[src/rtl/tca_pkg.sv]
// Shared types, codes and sizing constants of the timed channel allocator.
`timescale 1ns / 1ps
`default_nettype none
package tca_pkg;

   localparam int DEF_CHAN_COUNT  = 8;
   localparam int DEF_QUEUE_DEPTH = 16;
   localparam int TIME_BITS       = 48;
   localparam int CH_PORT_BITS    = 3;
   localparam int SOUND_BITS      = 16;
   localparam int MASK_BITS       = 8;
   localparam int STATUS_BITS     = 3;
   localparam int ACTION_BITS     = 2;

   localparam logic [ACTION_BITS-1:0] ACT_PLAY     = 2'd0;
   localparam logic [ACTION_BITS-1:0] ACT_POP      = 2'd1;
   localparam logic [ACTION_BITS-1:0] ACT_SET_DONE = 2'd2;

   localparam logic [STATUS_BITS-1:0] STATUS_OK     = 3'd0;
   localparam logic [STATUS_BITS-1:0] STATUS_LATE   = 3'd1;
   localparam logic [STATUS_BITS-1:0] STATUS_NOCHAN = 3'd2;
   localparam logic [STATUS_BITS-1:0] STATUS_FULL   = 3'd3;
   localparam logic [STATUS_BITS-1:0] STATUS_EMPTY  = 3'd4;

   typedef enum logic [2:0] {
      ST_IDLE,
      ST_DISPATCH,
      ST_SCAN,
      ST_PICK,
      ST_PLACE,
      ST_POP_DATA
   } tca_state_type;

   typedef struct packed {
      logic                   load;
      logic                   scan_step;
      logic                   pick;
      logic                   place;
      logic                   pop;
      logic                   set_done;
      logic                   respond;
      logic [STATUS_BITS-1:0] status;
      logic                   zero_ch;
      logic                   with_head;
   } tca_cmd_type;

   typedef struct packed {
      logic [ACTION_BITS-1:0] action;
      logic                   auto_sel;
      logic                   ch_ok;
      logic                   full;
      logic                   empty;
      logic                   scan_last;
      logic                   found;
      logic                   late;
   } tca_stat_type;

endpackage
`default_nettype wire

[src/rtl/tca_ctrl.sv]
// Sequencer of the timed channel allocator: walks one word through its steps.
`timescale 1ns / 1ps
`default_nettype none
module tca_ctrl
   import tca_pkg::*;
(
   input  wire logic         clock,
   input  wire logic         reset,
   input  wire logic         start,
   output logic              busy,
   input  wire tca_stat_type stat,
   output tca_cmd_type       cmd
);

   tca_state_type state_ff;
   tca_state_type state_in;

   always_ff @(posedge clock) begin
      if (reset) begin
         state_ff <= ST_IDLE;
      end else begin
         state_ff <= state_in;
      end
   end

   assign busy = (state_ff != ST_IDLE);

   always_comb begin
      state_in = state_ff;
      cmd      = '0;
      case (state_ff)
         ST_IDLE: begin
            if (start) begin
               cmd.load = 1'b1;
               state_in = ST_DISPATCH;
            end
         end
         ST_DISPATCH: begin
            case (stat.action)
               ACT_PLAY: begin
                  if (stat.auto_sel) begin
                     state_in = ST_SCAN;
                  end else if (!stat.ch_ok) begin
                     cmd.respond = 1'b1;
                     cmd.status  = STATUS_NOCHAN;
                     cmd.zero_ch = 1'b1;
                     state_in    = ST_IDLE;
                  end else if (stat.full) begin
                     cmd.respond = 1'b1;
                     cmd.status  = STATUS_FULL;
                     state_in    = ST_IDLE;
                  end else begin
                     state_in = ST_PLACE;
                  end
               end
               ACT_POP: begin
                  if (!stat.ch_ok) begin
                     cmd.respond = 1'b1;
                     cmd.status  = STATUS_NOCHAN;
                     cmd.zero_ch = 1'b1;
                     state_in    = ST_IDLE;
                  end else if (stat.empty) begin
                     cmd.respond = 1'b1;
                     cmd.status  = STATUS_EMPTY;
                     state_in    = ST_IDLE;
                  end else begin
                     cmd.pop  = 1'b1;
                     state_in = ST_POP_DATA;
                  end
               end
               ACT_SET_DONE: begin
                  cmd.respond = 1'b1;
                  state_in    = ST_IDLE;
                  if (!stat.ch_ok) begin
                     cmd.status  = STATUS_NOCHAN;
                     cmd.zero_ch = 1'b1;
                  end else begin
                     cmd.set_done = 1'b1;
                     cmd.status   = STATUS_OK;
                  end
               end
               default: begin
                  cmd.respond = 1'b1;
                  cmd.status  = STATUS_NOCHAN;
                  cmd.zero_ch = 1'b1;
                  state_in    = ST_IDLE;
               end
            endcase
         end
         ST_SCAN: begin
            cmd.scan_step = 1'b1;
            if (stat.scan_last) begin
               state_in = ST_PICK;
            end
         end
         ST_PICK: begin
            if (stat.found) begin
               cmd.pick = 1'b1;
               state_in = ST_PLACE;
            end else begin
               cmd.respond = 1'b1;
               cmd.status  = STATUS_NOCHAN;
               cmd.zero_ch = 1'b1;
               state_in    = ST_IDLE;
            end
         end
         ST_PLACE: begin
            cmd.place   = 1'b1;
            cmd.respond = 1'b1;
            cmd.status  = stat.late ? STATUS_LATE : STATUS_OK;
            state_in    = ST_IDLE;
         end
         ST_POP_DATA: begin
            cmd.respond   = 1'b1;
            cmd.status    = STATUS_OK;
            cmd.with_head = 1'b1;
            state_in      = ST_IDLE;
         end
         default: begin
            state_in = ST_IDLE;
         end
      endcase
   end

`ifndef SYNTHESIS
   a_load_to_dispatch: assert property (@(posedge clock) disable iff (reset)
      cmd.load |=> (state_ff == ST_DISPATCH))
      else $error("accepted word did not advance to dispatch");

   a_scan_end_to_pick: assert property (@(posedge clock) disable iff (reset)
      (state_ff == ST_SCAN) && stat.scan_last |=> (state_ff == ST_PICK))
      else $error("channel scan did not end in pick");

   a_load_when_idle: assert property (@(posedge clock) disable iff (reset)
      cmd.load |-> !busy)
      else $error("word loaded while busy");
`endif

endmodule
`default_nettype wire

[src/rtl/tca_dp.sv]
// Datapath of the timed channel allocator: channel state, queues and result word.
`timescale 1ns / 1ps
`default_nettype none
module tca_dp
   import tca_pkg::*;
#(
   parameter int CHAN_COUNT  = DEF_CHAN_COUNT,
   parameter int QUEUE_DEPTH = DEF_QUEUE_DEPTH
) (
   input  wire logic                    clock,
   input  wire logic                    reset,
   input  wire logic                    csr_we,
   input  wire logic [MASK_BITS-1:0]    csr_wdata,
   input  wire logic [ACTION_BITS-1:0]  req_action,
   input  wire logic [CH_PORT_BITS-1:0] req_channel,
   input  wire logic                    req_auto_channel,
   input  wire logic [TIME_BITS-1:0]    req_request_time,
   input  wire logic [TIME_BITS-1:0]    req_current_time,
   input  wire logic [SOUND_BITS-1:0]   req_sound_id,
   input  wire logic [TIME_BITS-1:0]    req_new_done_time,
   input  wire tca_cmd_type             cmd,
   output tca_stat_type                 stat,
   output logic                         rsp_valid,
   output logic [CH_PORT_BITS-1:0]      rsp_chosen_channel,
   output logic [STATUS_BITS-1:0]       rsp_status,
   output logic [TIME_BITS-1:0]         rsp_late_by,
   output logic [SOUND_BITS-1:0]        rsp_head_sound,
   output logic                         rsp_head_valid
);

   localparam int CH_BITS   = (CHAN_COUNT > 1) ? $clog2(CHAN_COUNT) : 1;
   localparam int PTR_BITS  = $clog2(QUEUE_DEPTH);
   localparam int CNT_BITS  = $clog2(QUEUE_DEPTH + 1);
   localparam int MEM_DEPTH = CHAN_COUNT * QUEUE_DEPTH;
   localparam int ADDR_BITS = (MEM_DEPTH > 1) ? $clog2(MEM_DEPTH) : 1;

   // per-channel state
   logic [TIME_BITS-1:0] done_ff [CHAN_COUNT];
   logic [PTR_BITS-1:0]  wp_ff   [CHAN_COUNT];
   logic [PTR_BITS-1:0]  rp_ff   [CHAN_COUNT];
   logic [CNT_BITS-1:0]  fill_ff [CHAN_COUNT];
   logic [MASK_BITS-1:0] mask_ff;

   logic [SOUND_BITS-1:0] queue_mem [MEM_DEPTH];
   logic [SOUND_BITS-1:0] rdata_ff;

   // latched word
   logic [ACTION_BITS-1:0] action_ff;
   logic                   auto_ff;
   logic                   ch_ok_ff;
   logic [TIME_BITS-1:0]   req_time_ff;
   logic                   timed_ff;
   logic                   late_ff;
   logic [TIME_BITS-1:0]   late_by_ff;
   logic [SOUND_BITS-1:0]  sid_ff;
   logic [TIME_BITS-1:0]   new_done_ff;

   // scan
   logic [CH_BITS-1:0]     cur_ff;
   logic [CH_BITS-1:0]     best_ff;
   logic [TIME_BITS-1:0]   best_done_ff;
   logic                   found_ff;

   // result word
   logic                    rsp_valid_ff;
   logic [CH_PORT_BITS-1:0] rsp_ch_ff;
   logic [STATUS_BITS-1:0]  rsp_status_ff;
   logic [TIME_BITS-1:0]    rsp_late_by_ff;
   logic [SOUND_BITS-1:0]   rsp_head_ff;
   logic                    rsp_hv_ff;

   logic                   timed_in;
   logic                   late_in;
   logic [TIME_BITS-1:0]   done_cur;
   logic [PTR_BITS-1:0]    wp_cur;
   logic [PTR_BITS-1:0]    rp_cur;
   logic [CNT_BITS-1:0]    fill_cur;
   logic                   paused_cur;
   logic                   full_cur;
   logic                   latest_mode;
   logic                   fits;
   logic [TIME_BITS-1:0]   cmp_a;
   logic [TIME_BITS-1:0]   cmp_b;
   logic                   take;
   logic                   scan_last;
   logic [ADDR_BITS-1:0]   base_addr;
   logic [ADDR_BITS-1:0]   waddr;
   logic [ADDR_BITS-1:0]   raddr;

   assign timed_in = (req_request_time != '0);
   assign late_in  = (req_action == ACT_PLAY) && timed_in &&
                     (req_request_time < req_current_time);

   assign done_cur   = done_ff[cur_ff];
   assign wp_cur     = wp_ff[cur_ff];
   assign rp_cur     = rp_ff[cur_ff];
   assign fill_cur   = fill_ff[cur_ff];
   assign full_cur   = (fill_cur == CNT_BITS'(QUEUE_DEPTH));
   assign paused_cur = (32'(cur_ff) < MASK_BITS) && mask_ff[$clog2(MASK_BITS)'(cur_ff)];
   assign scan_last  = (cur_ff == CH_BITS'(CHAN_COUNT - 1));

   // one shared ordering compare: latest fitting time, or earliest time
   assign latest_mode = timed_ff && !late_ff;
   assign fits  = !paused_cur && !full_cur && (!latest_mode || (done_cur <= req_time_ff));
   assign cmp_a = latest_mode ? done_cur : best_done_ff;
   assign cmp_b = latest_mode ? best_done_ff : done_cur;
   assign take  = fits && (!found_ff || (cmp_a > cmp_b));

   assign base_addr = ADDR_BITS'(cur_ff) * ADDR_BITS'(QUEUE_DEPTH);
   assign waddr     = base_addr + ADDR_BITS'(wp_cur);
   assign raddr     = base_addr + ADDR_BITS'(rp_cur);

   always_comb begin
      stat.action    = action_ff;
      stat.auto_sel  = auto_ff;
      stat.ch_ok     = ch_ok_ff;
      stat.full      = full_cur;
      stat.empty     = (fill_cur == '0);
      stat.scan_last = scan_last;
      stat.found     = found_ff;
      stat.late      = late_ff;
   end

   // control state
   always_ff @(posedge clock) begin
      if (reset) begin
         for (int i = 0; i < CHAN_COUNT; i++) begin
            done_ff[i] <= '0;
            wp_ff[i]   <= '0;
            rp_ff[i]   <= '0;
            fill_ff[i] <= '0;
         end
         mask_ff      <= '0;
         found_ff     <= 1'b0;
         rsp_valid_ff <= 1'b0;
      end else begin
         if (csr_we) begin
            mask_ff <= csr_wdata;
         end
         if (cmd.load) begin
            found_ff <= 1'b0;
         end else if (cmd.scan_step && take) begin
            found_ff <= 1'b1;
         end
         if (cmd.place) begin
            wp_ff[cur_ff]   <= (wp_cur == PTR_BITS'(QUEUE_DEPTH - 1)) ? '0 : wp_cur + 1'b1;
            fill_ff[cur_ff] <= fill_cur + 1'b1;
         end
         if (cmd.pop) begin
            rp_ff[cur_ff]   <= (rp_cur == PTR_BITS'(QUEUE_DEPTH - 1)) ? '0 : rp_cur + 1'b1;
            fill_ff[cur_ff] <= fill_cur - 1'b1;
         end
         if (cmd.set_done) begin
            done_ff[cur_ff] <= new_done_ff;
         end
         rsp_valid_ff <= cmd.respond;
      end
   end

   // payload
   always_ff @(posedge clock) begin
      if (cmd.load) begin
         action_ff   <= req_action;
         auto_ff     <= req_auto_channel;
         ch_ok_ff    <= (32'(req_channel) < CHAN_COUNT);
         req_time_ff <= req_request_time;
         timed_ff    <= timed_in;
         late_ff     <= late_in;
         late_by_ff  <= late_in ? (req_current_time - req_request_time) : '0;
         sid_ff      <= req_sound_id;
         new_done_ff <= req_new_done_time;
         cur_ff      <= (req_auto_channel && (req_action == ACT_PLAY)) ?
                        '0 : CH_BITS'(req_channel);
      end else if (cmd.scan_step) begin
         if (!scan_last) begin
            cur_ff <= cur_ff + 1'b1;
         end
      end else if (cmd.pick) begin
         cur_ff <= best_ff;
      end
      if (cmd.scan_step && take) begin
         best_ff      <= cur_ff;
         best_done_ff <= done_cur;
      end
      if (cmd.respond) begin
         rsp_ch_ff      <= cmd.zero_ch ? '0 : CH_PORT_BITS'(cur_ff);
         rsp_status_ff  <= cmd.status;
         rsp_late_by_ff <= late_by_ff;
         rsp_head_ff    <= cmd.with_head ? rdata_ff : '0;
         rsp_hv_ff      <= cmd.with_head;
      end
   end

   // queue storage, registered read at the current head
   always_ff @(posedge clock) begin
      if (cmd.place) begin
         queue_mem[waddr] <= sid_ff;
      end
      rdata_ff <= queue_mem[raddr];
   end

   assign rsp_valid          = rsp_valid_ff;
   assign rsp_chosen_channel = rsp_ch_ff;
   assign rsp_status         = rsp_status_ff;
   assign rsp_late_by        = rsp_late_by_ff;
   assign rsp_head_sound     = rsp_head_ff;
   assign rsp_head_valid     = rsp_hv_ff;

`ifndef SYNTHESIS
   a_single_strobe: assert property (@(posedge clock) disable iff (reset)
      rsp_valid_ff |=> !rsp_valid_ff)
      else $error("result strobe held for two cycles");

   a_head_only_ok: assert property (@(posedge clock) disable iff (reset)
      rsp_valid_ff && rsp_hv_ff |-> (rsp_status_ff == STATUS_OK))
      else $error("popped head reported with a non-ok status");

   a_nochan_zero: assert property (@(posedge clock) disable iff (reset)
      rsp_valid_ff && (rsp_status_ff == STATUS_NOCHAN) |-> (rsp_ch_ff == '0))
      else $error("refused word reports a nonzero channel");

   a_fill_bound: assert property (@(posedge clock) disable iff (reset)
      cmd.place |-> !full_cur)
      else $error("enqueue into a full channel");
`endif

endmodule
`default_nettype wire

[src/rtl/timed_channel_allocator.sv]
// Top level of the timed channel allocator: sequencer plus datapath.
//
//  channel   ports                         handshake
//  --------  ----------------------------  ------------------------------------------
//  request   req_* , start, busy           word taken at edge with start=1, busy=0
//  response  rsp_* , rsp_valid             word valid one cycle, always taken
//  config    csr_we, csr_wdata             paused mask written at edge with csr_we=1
//
// Sequence: an automatic play goes from accept through dispatch, a scan of
//   every channel by the single compare unit that visits one channel per
//   cycle, pick and place to the result strobe (no place when no channel fits);
//   explicit play runs dispatch and place, pop runs dispatch and a wait on the
//   queue RAM read, and a done-time update or a refused word ends at dispatch.
// Reset: synchronous, active high; clears done times, pointers, fill counts and
//   the paused mask. The queue RAM is not cleared; a fill count guards it.
// Stalls: busy holds off new words while one is in work; the receiver cannot
//   stall, and the result register frees the sequencer as soon as it loads.
`timescale 1ns / 1ps
`default_nettype none
module timed_channel_allocator
   import tca_pkg::*;
#(
   parameter int CHAN_COUNT  = DEF_CHAN_COUNT,
   parameter int QUEUE_DEPTH = DEF_QUEUE_DEPTH
) (
   input  wire logic                    clock,
   input  wire logic                    reset,
   // request word
   input  wire logic                    start,
   output logic                         busy,
   input  wire logic [ACTION_BITS-1:0]  req_action,
   input  wire logic [CH_PORT_BITS-1:0] req_channel,
   input  wire logic                    req_auto_channel,
   input  wire logic [TIME_BITS-1:0]    req_request_time,
   input  wire logic [TIME_BITS-1:0]    req_current_time,
   input  wire logic [SOUND_BITS-1:0]   req_sound_id,
   input  wire logic [TIME_BITS-1:0]    req_new_done_time,
   // response word
   output logic                         rsp_valid,
   output logic [CH_PORT_BITS-1:0]      rsp_chosen_channel,
   output logic [STATUS_BITS-1:0]       rsp_status,
   output logic [TIME_BITS-1:0]         rsp_late_by,
   output logic [SOUND_BITS-1:0]        rsp_head_sound,
   output logic                         rsp_head_valid,
   // configuration
   input  wire logic                    csr_we,
   input  wire logic [MASK_BITS-1:0]    csr_wdata
);

   // command and status between sequencer and datapath
   tca_cmd_type  cmd;
   tca_stat_type stat;

   // sequence each word: dispatch, scan channels, place, pop or set a done time, respond
   tca_ctrl u_ctrl (
      .clock (clock),
      .reset (reset),
      .start (start),
      .busy  (busy),
      .stat  (stat),
      .cmd   (cmd)
   );

   // hold channel state, queue RAM, scan registers and the result word
   tca_dp #(
      .CHAN_COUNT  (CHAN_COUNT),
      .QUEUE_DEPTH (QUEUE_DEPTH)
   ) u_dp (
      .clock              (clock),
      .reset              (reset),
      .csr_we             (csr_we),
      .csr_wdata          (csr_wdata),
      .req_action         (req_action),
      .req_channel        (req_channel),
      .req_auto_channel   (req_auto_channel),
      .req_request_time   (req_request_time),
      .req_current_time   (req_current_time),
      .req_sound_id       (req_sound_id),
      .req_new_done_time  (req_new_done_time),
      .cmd                (cmd),
      .stat               (stat),
      .rsp_valid          (rsp_valid),
      .rsp_chosen_channel (rsp_chosen_channel),
      .rsp_status         (rsp_status),
      .rsp_late_by        (rsp_late_by),
      .rsp_head_sound     (rsp_head_sound),
      .rsp_head_valid     (rsp_head_valid)
   );

endmodule
`default_nettype wire
[config.mk]
export PLATFORM = sky130hd
export DESIGN_NAME = timed_channel_allocator
export DESIGN_NICKNAME = d
export VERILOG_FILES = /design/src/rtl/tca_pkg.sv /design/src/rtl/tca_ctrl.sv /design/src/rtl/tca_dp.sv /design/src/rtl/timed_channel_allocator.sv
export SDC_FILE = /design/constraint.sdc
export NUM_CORES = 2
export LEC_CHECK = 0
export ABC_CLOCK_PERIOD_IN_PS = 61700
export BUFFER_PORTS_ARGS = -buffer_cell sky130_fd_sc_hd__buf_2
export CORE_MARGIN = 2
export CORE_UTILIZATION = 45
export CTS_CLUSTER_DIAMETER = 200
export DETAILED_ROUTE_END_ITERATION = 7
export GPL_ROUTABILITY_DRIVEN = 1
export HOLD_SLACK_MARGIN = 0.06
export SLEW_MARGIN = 20
export SYNTH_ARGS = -nofsm -noshare
export SYNTH_HDL_FRONTEND = slang
export SYNTH_SLANG_ARGS = --single-unit
[constraint.sdc]
create_clock -name clock -period 61.7 [get_ports clock]
set_clock_uncertainty 0.05 [all_clocks]
set_input_delay 18.51 -clock clock [delete_from_list [all_inputs] [get_ports clock]]
set_output_delay 18.51 -clock clock [all_outputs]
set_load 0.02 [all_outputs]
; After elaboration in Yosys (flattened, before gate mapping)
; Memories as Yosys holds them, arrays and structs flattened. A register that Yosys moved wholly into a read port is not among the register bits.
; Cells that the tools add are included.
; Widths: inputs -> output; s select.
[totals]
reg_bits = 303
ram_bits = 2536
in_bits = 178
output_inout_bits = 73
n_memories = 5
[op_classes]
n_addsub = 8
magnitude_cmp = 4
n_eq_ne = 14
mux = 67
bitwise = 1
reduce_logical = 29
[mem_list]
columns = memory, depth, word_bits, rd, rd_ports_with_merged_regs, write_ports, line
row1 = u_dp.queue_mem, 128, 16, 1, 1, 1, tca_dp.sv:44  ; logic [SOUND_BITS-1:0] queue_mem [MEM_DEPTH];
row2 = u_dp.done_ff, 8, 48, 1, 1, 8, tca_dp.sv:38  ; logic [TIME_BITS-1:0] done_ff [CHAN_COUNT];
row3 = u_dp.fill_ff, 8, 5, 1, 1, 8, tca_dp.sv:41  ; logic [CNT_BITS-1:0] fill_ff [CHAN_COUNT];
row4 = u_dp.rp_ff, 8, 4, 1, 1, 8, tca_dp.sv:40  ; logic [PTR_BITS-1:0] rp_ff [CHAN_COUNT];
row5 = u_dp.wp_ff, 8, 4, 1, 1, 8, tca_dp.sv:39  ; logic [PTR_BITS-1:0] wp_ff [CHAN_COUNT];
[op_table]
columns = operator, n
row1 = $mux 48, 3
row2 = $mux 3, 19
row3 = $gt 48x48->1, 1
row4 = $le 48x48->1, 1
row5 = $lt 48x48->1, 1
row6 = $reduce_bool 48->1, 1
row7 = $reduce_or 48->1, 1
row8 = $sub 48x48->48, 1
row9 = $mux 1, 28
row10 = $mux 4, 6
row11 = $mux 5, 4
row12 = $pmux 4 s4, 1
row13 = $pmux 5 s3, 1
row14 = $add 7x4->7, 2
row15 = $pmux 3 s4, 1
row16 = $eq 3x3->1 const B, 3
row17 = $add 4x1->4 const B, 2
row18 = $eq 4x4->1 const B, 2
row19 = $logic_and 1x1->1, 8
row20 = $reduce_or 4->1, 2
row21 = $eq 3x2->1 const B, 2
row22 = $pmux 3 s2, 1
row23 = $reduce_bool 3->1, 2
row24 = $add 5x1->5 const B, 1
row25 = other kinds (22), 29

; Depth between registers and ports, before layout
[logic_depth]
ltp_word = 10
mapped_depth = 19

; Cells and area by module
; A second synthesis with hierarchy kept.
[unflattened]
hier_cells = 9171
area_unflattened_um2 = 120637.0
[by_module_without_submodules]
columns = mod, instances, cells_per_inst, area_each_um2, seq_area_each_um2
row1 = tca_dp, 1, 9119, 120236.6, 85441.9
row2 = tca_ctrl, 1, 52, 400.4, 60.1

; Worst setup path after synthesis
; No wires, ideal clock.
[synth_path]
kind = input-to-reg
start = input port start
end = register (tool-made name)
setup_time_ps = 134
arrival_ps = 31890
required_ps = 61516
path_slack_ps = 29626
cell_stages = 4
n_path_buf = 0
path_cell_list = nand2b_1 > nor3_1 > o21ai_0 > mux2_2
[synth_lines]
columns = item, line
row1 = from (decl), timed_channel_allocator.sv:29  ; input wire logic start,

; Worst setup path in the final report
[layout_path]
start = input port req_current_time[0]
end = register u_dp.late_by_ff[17], data pin
[layout_between]
elab_chain_len = 2
elab_cells_between_ends = 3
cone_classes = add/sub: 1 / order compare: 1 / reduce/logical: 1
[layout_rtl]
columns = item, line
row1 = from (decl), timed_channel_allocator.sv:35  ; input wire logic [TIME_BITS-1:0] req_current_time,
row2 = $lt 48x48->1, tca_dp.sv:92  ; (req_request_time < req_current_time);
row3 = $logic_and 1x1->1, tca_dp.sv:91  ; assign late_in = (req_action == ACT_PLAY) && timed_in &&
row4 = to (signal assigned), tca_dp.sv:169  ; late_by_ff <= late_in ? (req_current_time - req_request_time) : '0;
row5 = to (decl), tca_dp.sv:54  ; logic [TIME_BITS-1:0] late_by_ff;
; Several ways; a longest one is shown, not always the timed one.
; A chain may end at the register's enable or synchronous reset.

==> results_dict.tcl <==
set metrics [dict create \
    first_pass_iters 8 \
    path_max_fanout 24 \
    setup_slack_ns 39.60 \
    grt_antenna_before_repair 17 \
    drv_cap 0 \
    power_density_mw_per_mm2 35.5 \
    syn_area_mm2 0.121 \
    setup_tns_ns 0 \
    area_growth_pct 12.6 \
    worstPathArrival_ns 22.69 \
    grt_setup_unrepaired "false" \
    synth_seq_cells 2858 \
    port_buffers 250 \
    report.final.slew_viol_count 0 \
    cts_buffers 304 \
    crit_slowest_cell "nand2_1" \
    syn_inst 9135 \
    synth_edf_count 2826 \
    routed_wl_mm 340 \
    p_leak_nw 48.7 \
    fin_crit_ns 22.10 \
    synth_cell_types 85 \
    yosysSeqAreaShare_pct 70.8 \
    htree_levels 5 \
    end_kind "flip-flop" \
    synthFlopType "edfxtp_1" \
    grt_pass1_wl_mm 494 \
    ir_drop_v 0.0000224 \
    clkTransAtPathRegs_ns 0.06 \
    fin_nets 9658 \
    status "completed" \
    synthTopCellsByCount "edfxtp_1, nand2_1, and3_1, clkbuf_1, and2_1" \
    postCtsHoldBufs 0 \
    chipHeight_um 522 \
    power_switching_share_pct 28.1 \
    timing.fmax_mhz 45.2 \
    power_switching_w 0.00135 \
    fp-row-count 190 \
    globalRouteTotalUtil_pct 24.4 \
    drt-wirelength-per-cell_um 25.9 \
    cts_resized 0 \
    syn_nets 9418 \
    viasPerCell 5.79 \
    avgSynthCellArea_um2 13.2 \
    min_path_type "flip-flop to flip-flop" \
    clkPwrFrac_pct 37.0 \
    nFillCells 22600 \
    path_class "input pin to flip-flop" \
    cts_tree "built" \
    hold_viol_final 0 \
    finalNonFillerCells 13200 \
    max_stage_delay_ns 0.69 \
    drive_gt1_share_pct 11.6 \
    pwr-share-seq_pct 45.7 \
    yosysTopAreaCell "edfxtp_1" \
    synth_top_area_share_pct 70.3 \
    start_util_pct 45.1 \
    core_area_mm2 0.267 \
    placedCellCount 12600 \
    startpoint_type "input pin" \
    grt_max_degree 173 \
    die_area_mm2 0.272 \
    drtIter0Drc 8084 \
    ys.warnings.count 0 \
    clk_latency_ns 0.87 \
    critical_path_buf_inv_count 3 \
    crit_path_cell_trace "buf_2 -> inv_1 -> ha_1 -> fa_1 -> nor2b_1 -> o21a_1 -> o21ai_0 -> a211oi_1 -> o211ai_1 -> nand2_1 -> a21oi_1 -> nand3_1 -> nand2_1 -> buf_4 -> a211oi_1" \
    dp_hpwl_mm 201 \
    io_pins 251 \
    num_vias 76200 \
    required_ns 62.29 \
    synth-async-reset-ratio_pct 0 \
    tightest_slew_ns 1.13 \
    pre_cts_ws_ns 38.85 \
    clk_path_buf_depth 4 \
    crit_family "simple AND/OR/NAND/NOR gates" \
    cts.sinks 2858 \
    place_congestion 0.892 \
    first_global_vias 73600 \
    pwr-share-comb_pct 17.3 \
    post_cts_buffers 0 \
    setup_viol 0 \
    final_antenna_net_count 0 \
    drc 0 \
    clockRootBuffer "clkbuf_16" \
    synth_area_leaders "edfxtp_1, nand2_1, and3_1" \
    grt.overflow.total 0 \
    p_int_w 0.00346 \
    die_w_um 522 \
    relSlewSlack_pct 22.3 \
    fin_crit_sh_pct 35.8 \
    synthMostInstantiatedCell "edfxtp_1" \
]
## worst paths after layout
path	cells past startpoint	start	slack [ns]	endpoint
max reg2reg	15	flip-flop	53.93	u_dp.rdata_ff[0]
max	15	req_current_time[0]	39.60	u_dp.late_by_ff[17]
min reg2reg	0	u_dp.late_by_ff[1]	0.37	u_dp.rsp_late_by[1]
min	0	u_dp.late_by_ff[1]	0.37	u_dp.rsp_late_by[1]
## flip-flops by register name, indices dropped and copies added (netlist names), 2 cells and up, named ones only
name	count
u_dp.rdata_ff	16
u_dp.rsp_status	3
u_dp.action_ff	2
u_dp.rsp_chosen_channel	3
u_dp.best_ff	3
u_dp.cur_ff	3
u_dp.queue_mem	2048
u_dp.sid_ff	16
u_dp.req_time_ff	48
u_ctrl.state_ff	3
u_dp.late_by_ff	48
u_dp.best_done_ff	48
u_dp.wp_ff	32
u_dp.fill_ff	40
u_dp.done_ff	384
u_dp.new_done_ff	48
u_dp.rsp_late_by	48
u_dp.rp_ff	32
u_dp.rsp_head_sound	16
u_dp.mask_ff	8
## routing by layer
layer  routed length, um  up-vias  track usage (%)
met3               24300      584             3.64
met4               16500        6             11.1
met2              159000     2904             38.8
li1                    -    34300                -
met1              140000    38400             33.2
met5                  36        -                0
## metrics by stage
stage	area, um2	hold WS (ns)	power [W]	util, %
finish	136000	0.370	0.00482	50.8
global route	136000	0.375	0.00498	50.8
CTS	136000	0.368	0.00484	50.8
detailed placement	126000	0.357	0.00307	47.2
global placement	126000	0.354	0.00306	47.2
floorplan	121000	0.350	0.00277	-
## cell usage in the layout (no fill, tap or decap), types with 13 or more instances in the layout
cell	netlist	final
clkbuf_1	413	66
a21oi_1	353	353
nor2b_1	21	19
o21bai_1	15	15
buf_2	95	250
nand3_1	42	42
a211oi_1	209	208
maj3_1	19	19
o22ai_1	18	18
nand4_1	41	41
edfxtp_1	2826	2826
o21a_1	18	18
ha_1	103	103
bufinv_16	0	24
xnor2_1	45	45
nand2b_1	17	17
mux2i_1	86	82
nor4_1	19	19
nor3_1	49	46
dfxtp_1	32	29
mux4_1	13	13
nand2_1	2177	2173
buf_4	12	254
clkinv_1	0	62
a31oi_1	264	264
mux4_2	80	80
a21o_1	71	70
clkinv_2	0	41
mux2_2	39	39
and2_1	404	404
nor2_1	376	366
a311oi_1	257	257
inv_1	164	164
clkbuf_16	0	317
buf_12	2	13
o21ai_0	67	67
xor2_1	20	20
and3_1	543	543
## final cells by class
type                            instances  area, um2  share of cell area (%)
Multi-Input combinational cell       5526      32200                    23.7
Antenna cell                            3       7.51                 0.00553
Tap cell                             3552       4440                    3.27
Inverter                              166        638                   0.470
Timing Repair Buffer                  519       3470                    2.56
Sequential cell                      2858      85500                    63.0
Clock inverter                        147       1350                   0.991
Clock buffer                          387       8240                    6.06
## power by group through the flow
stage | sequential (W) | combinational, W | clock [W]
3_3_place_gp | 0.00224 | 0.000818 | 0
3_5_place_dp | 0.00224 | 0.000830 | 0
2_1_floorplan | 0.00225 | 0.000525 | 0
6_report | 0.00220 | 0.000834 | 0.00178
4_1_cts | 0.00220 | 0.000834 | 0.00181
5_1_grt | 0.00220 | 0.000897 | 0.00188
## cells by family (layout without fill, tap and decap cells)
group,Yosys count,after routing,synth area share (%)
adders and majority gates,126,126,1.28
other,0,3,0
and+or+nand+nor,3747,3747,14.1
buffers and inverters,751,1219,2.62
DFF,2858,2858,70.8
muxes,231,231,3.06
AOI/OAI and AO/OA,1357,1357,7.63
xor gates and xnor gates,65,65,0.472
Power figures use the tool's default switching activity.
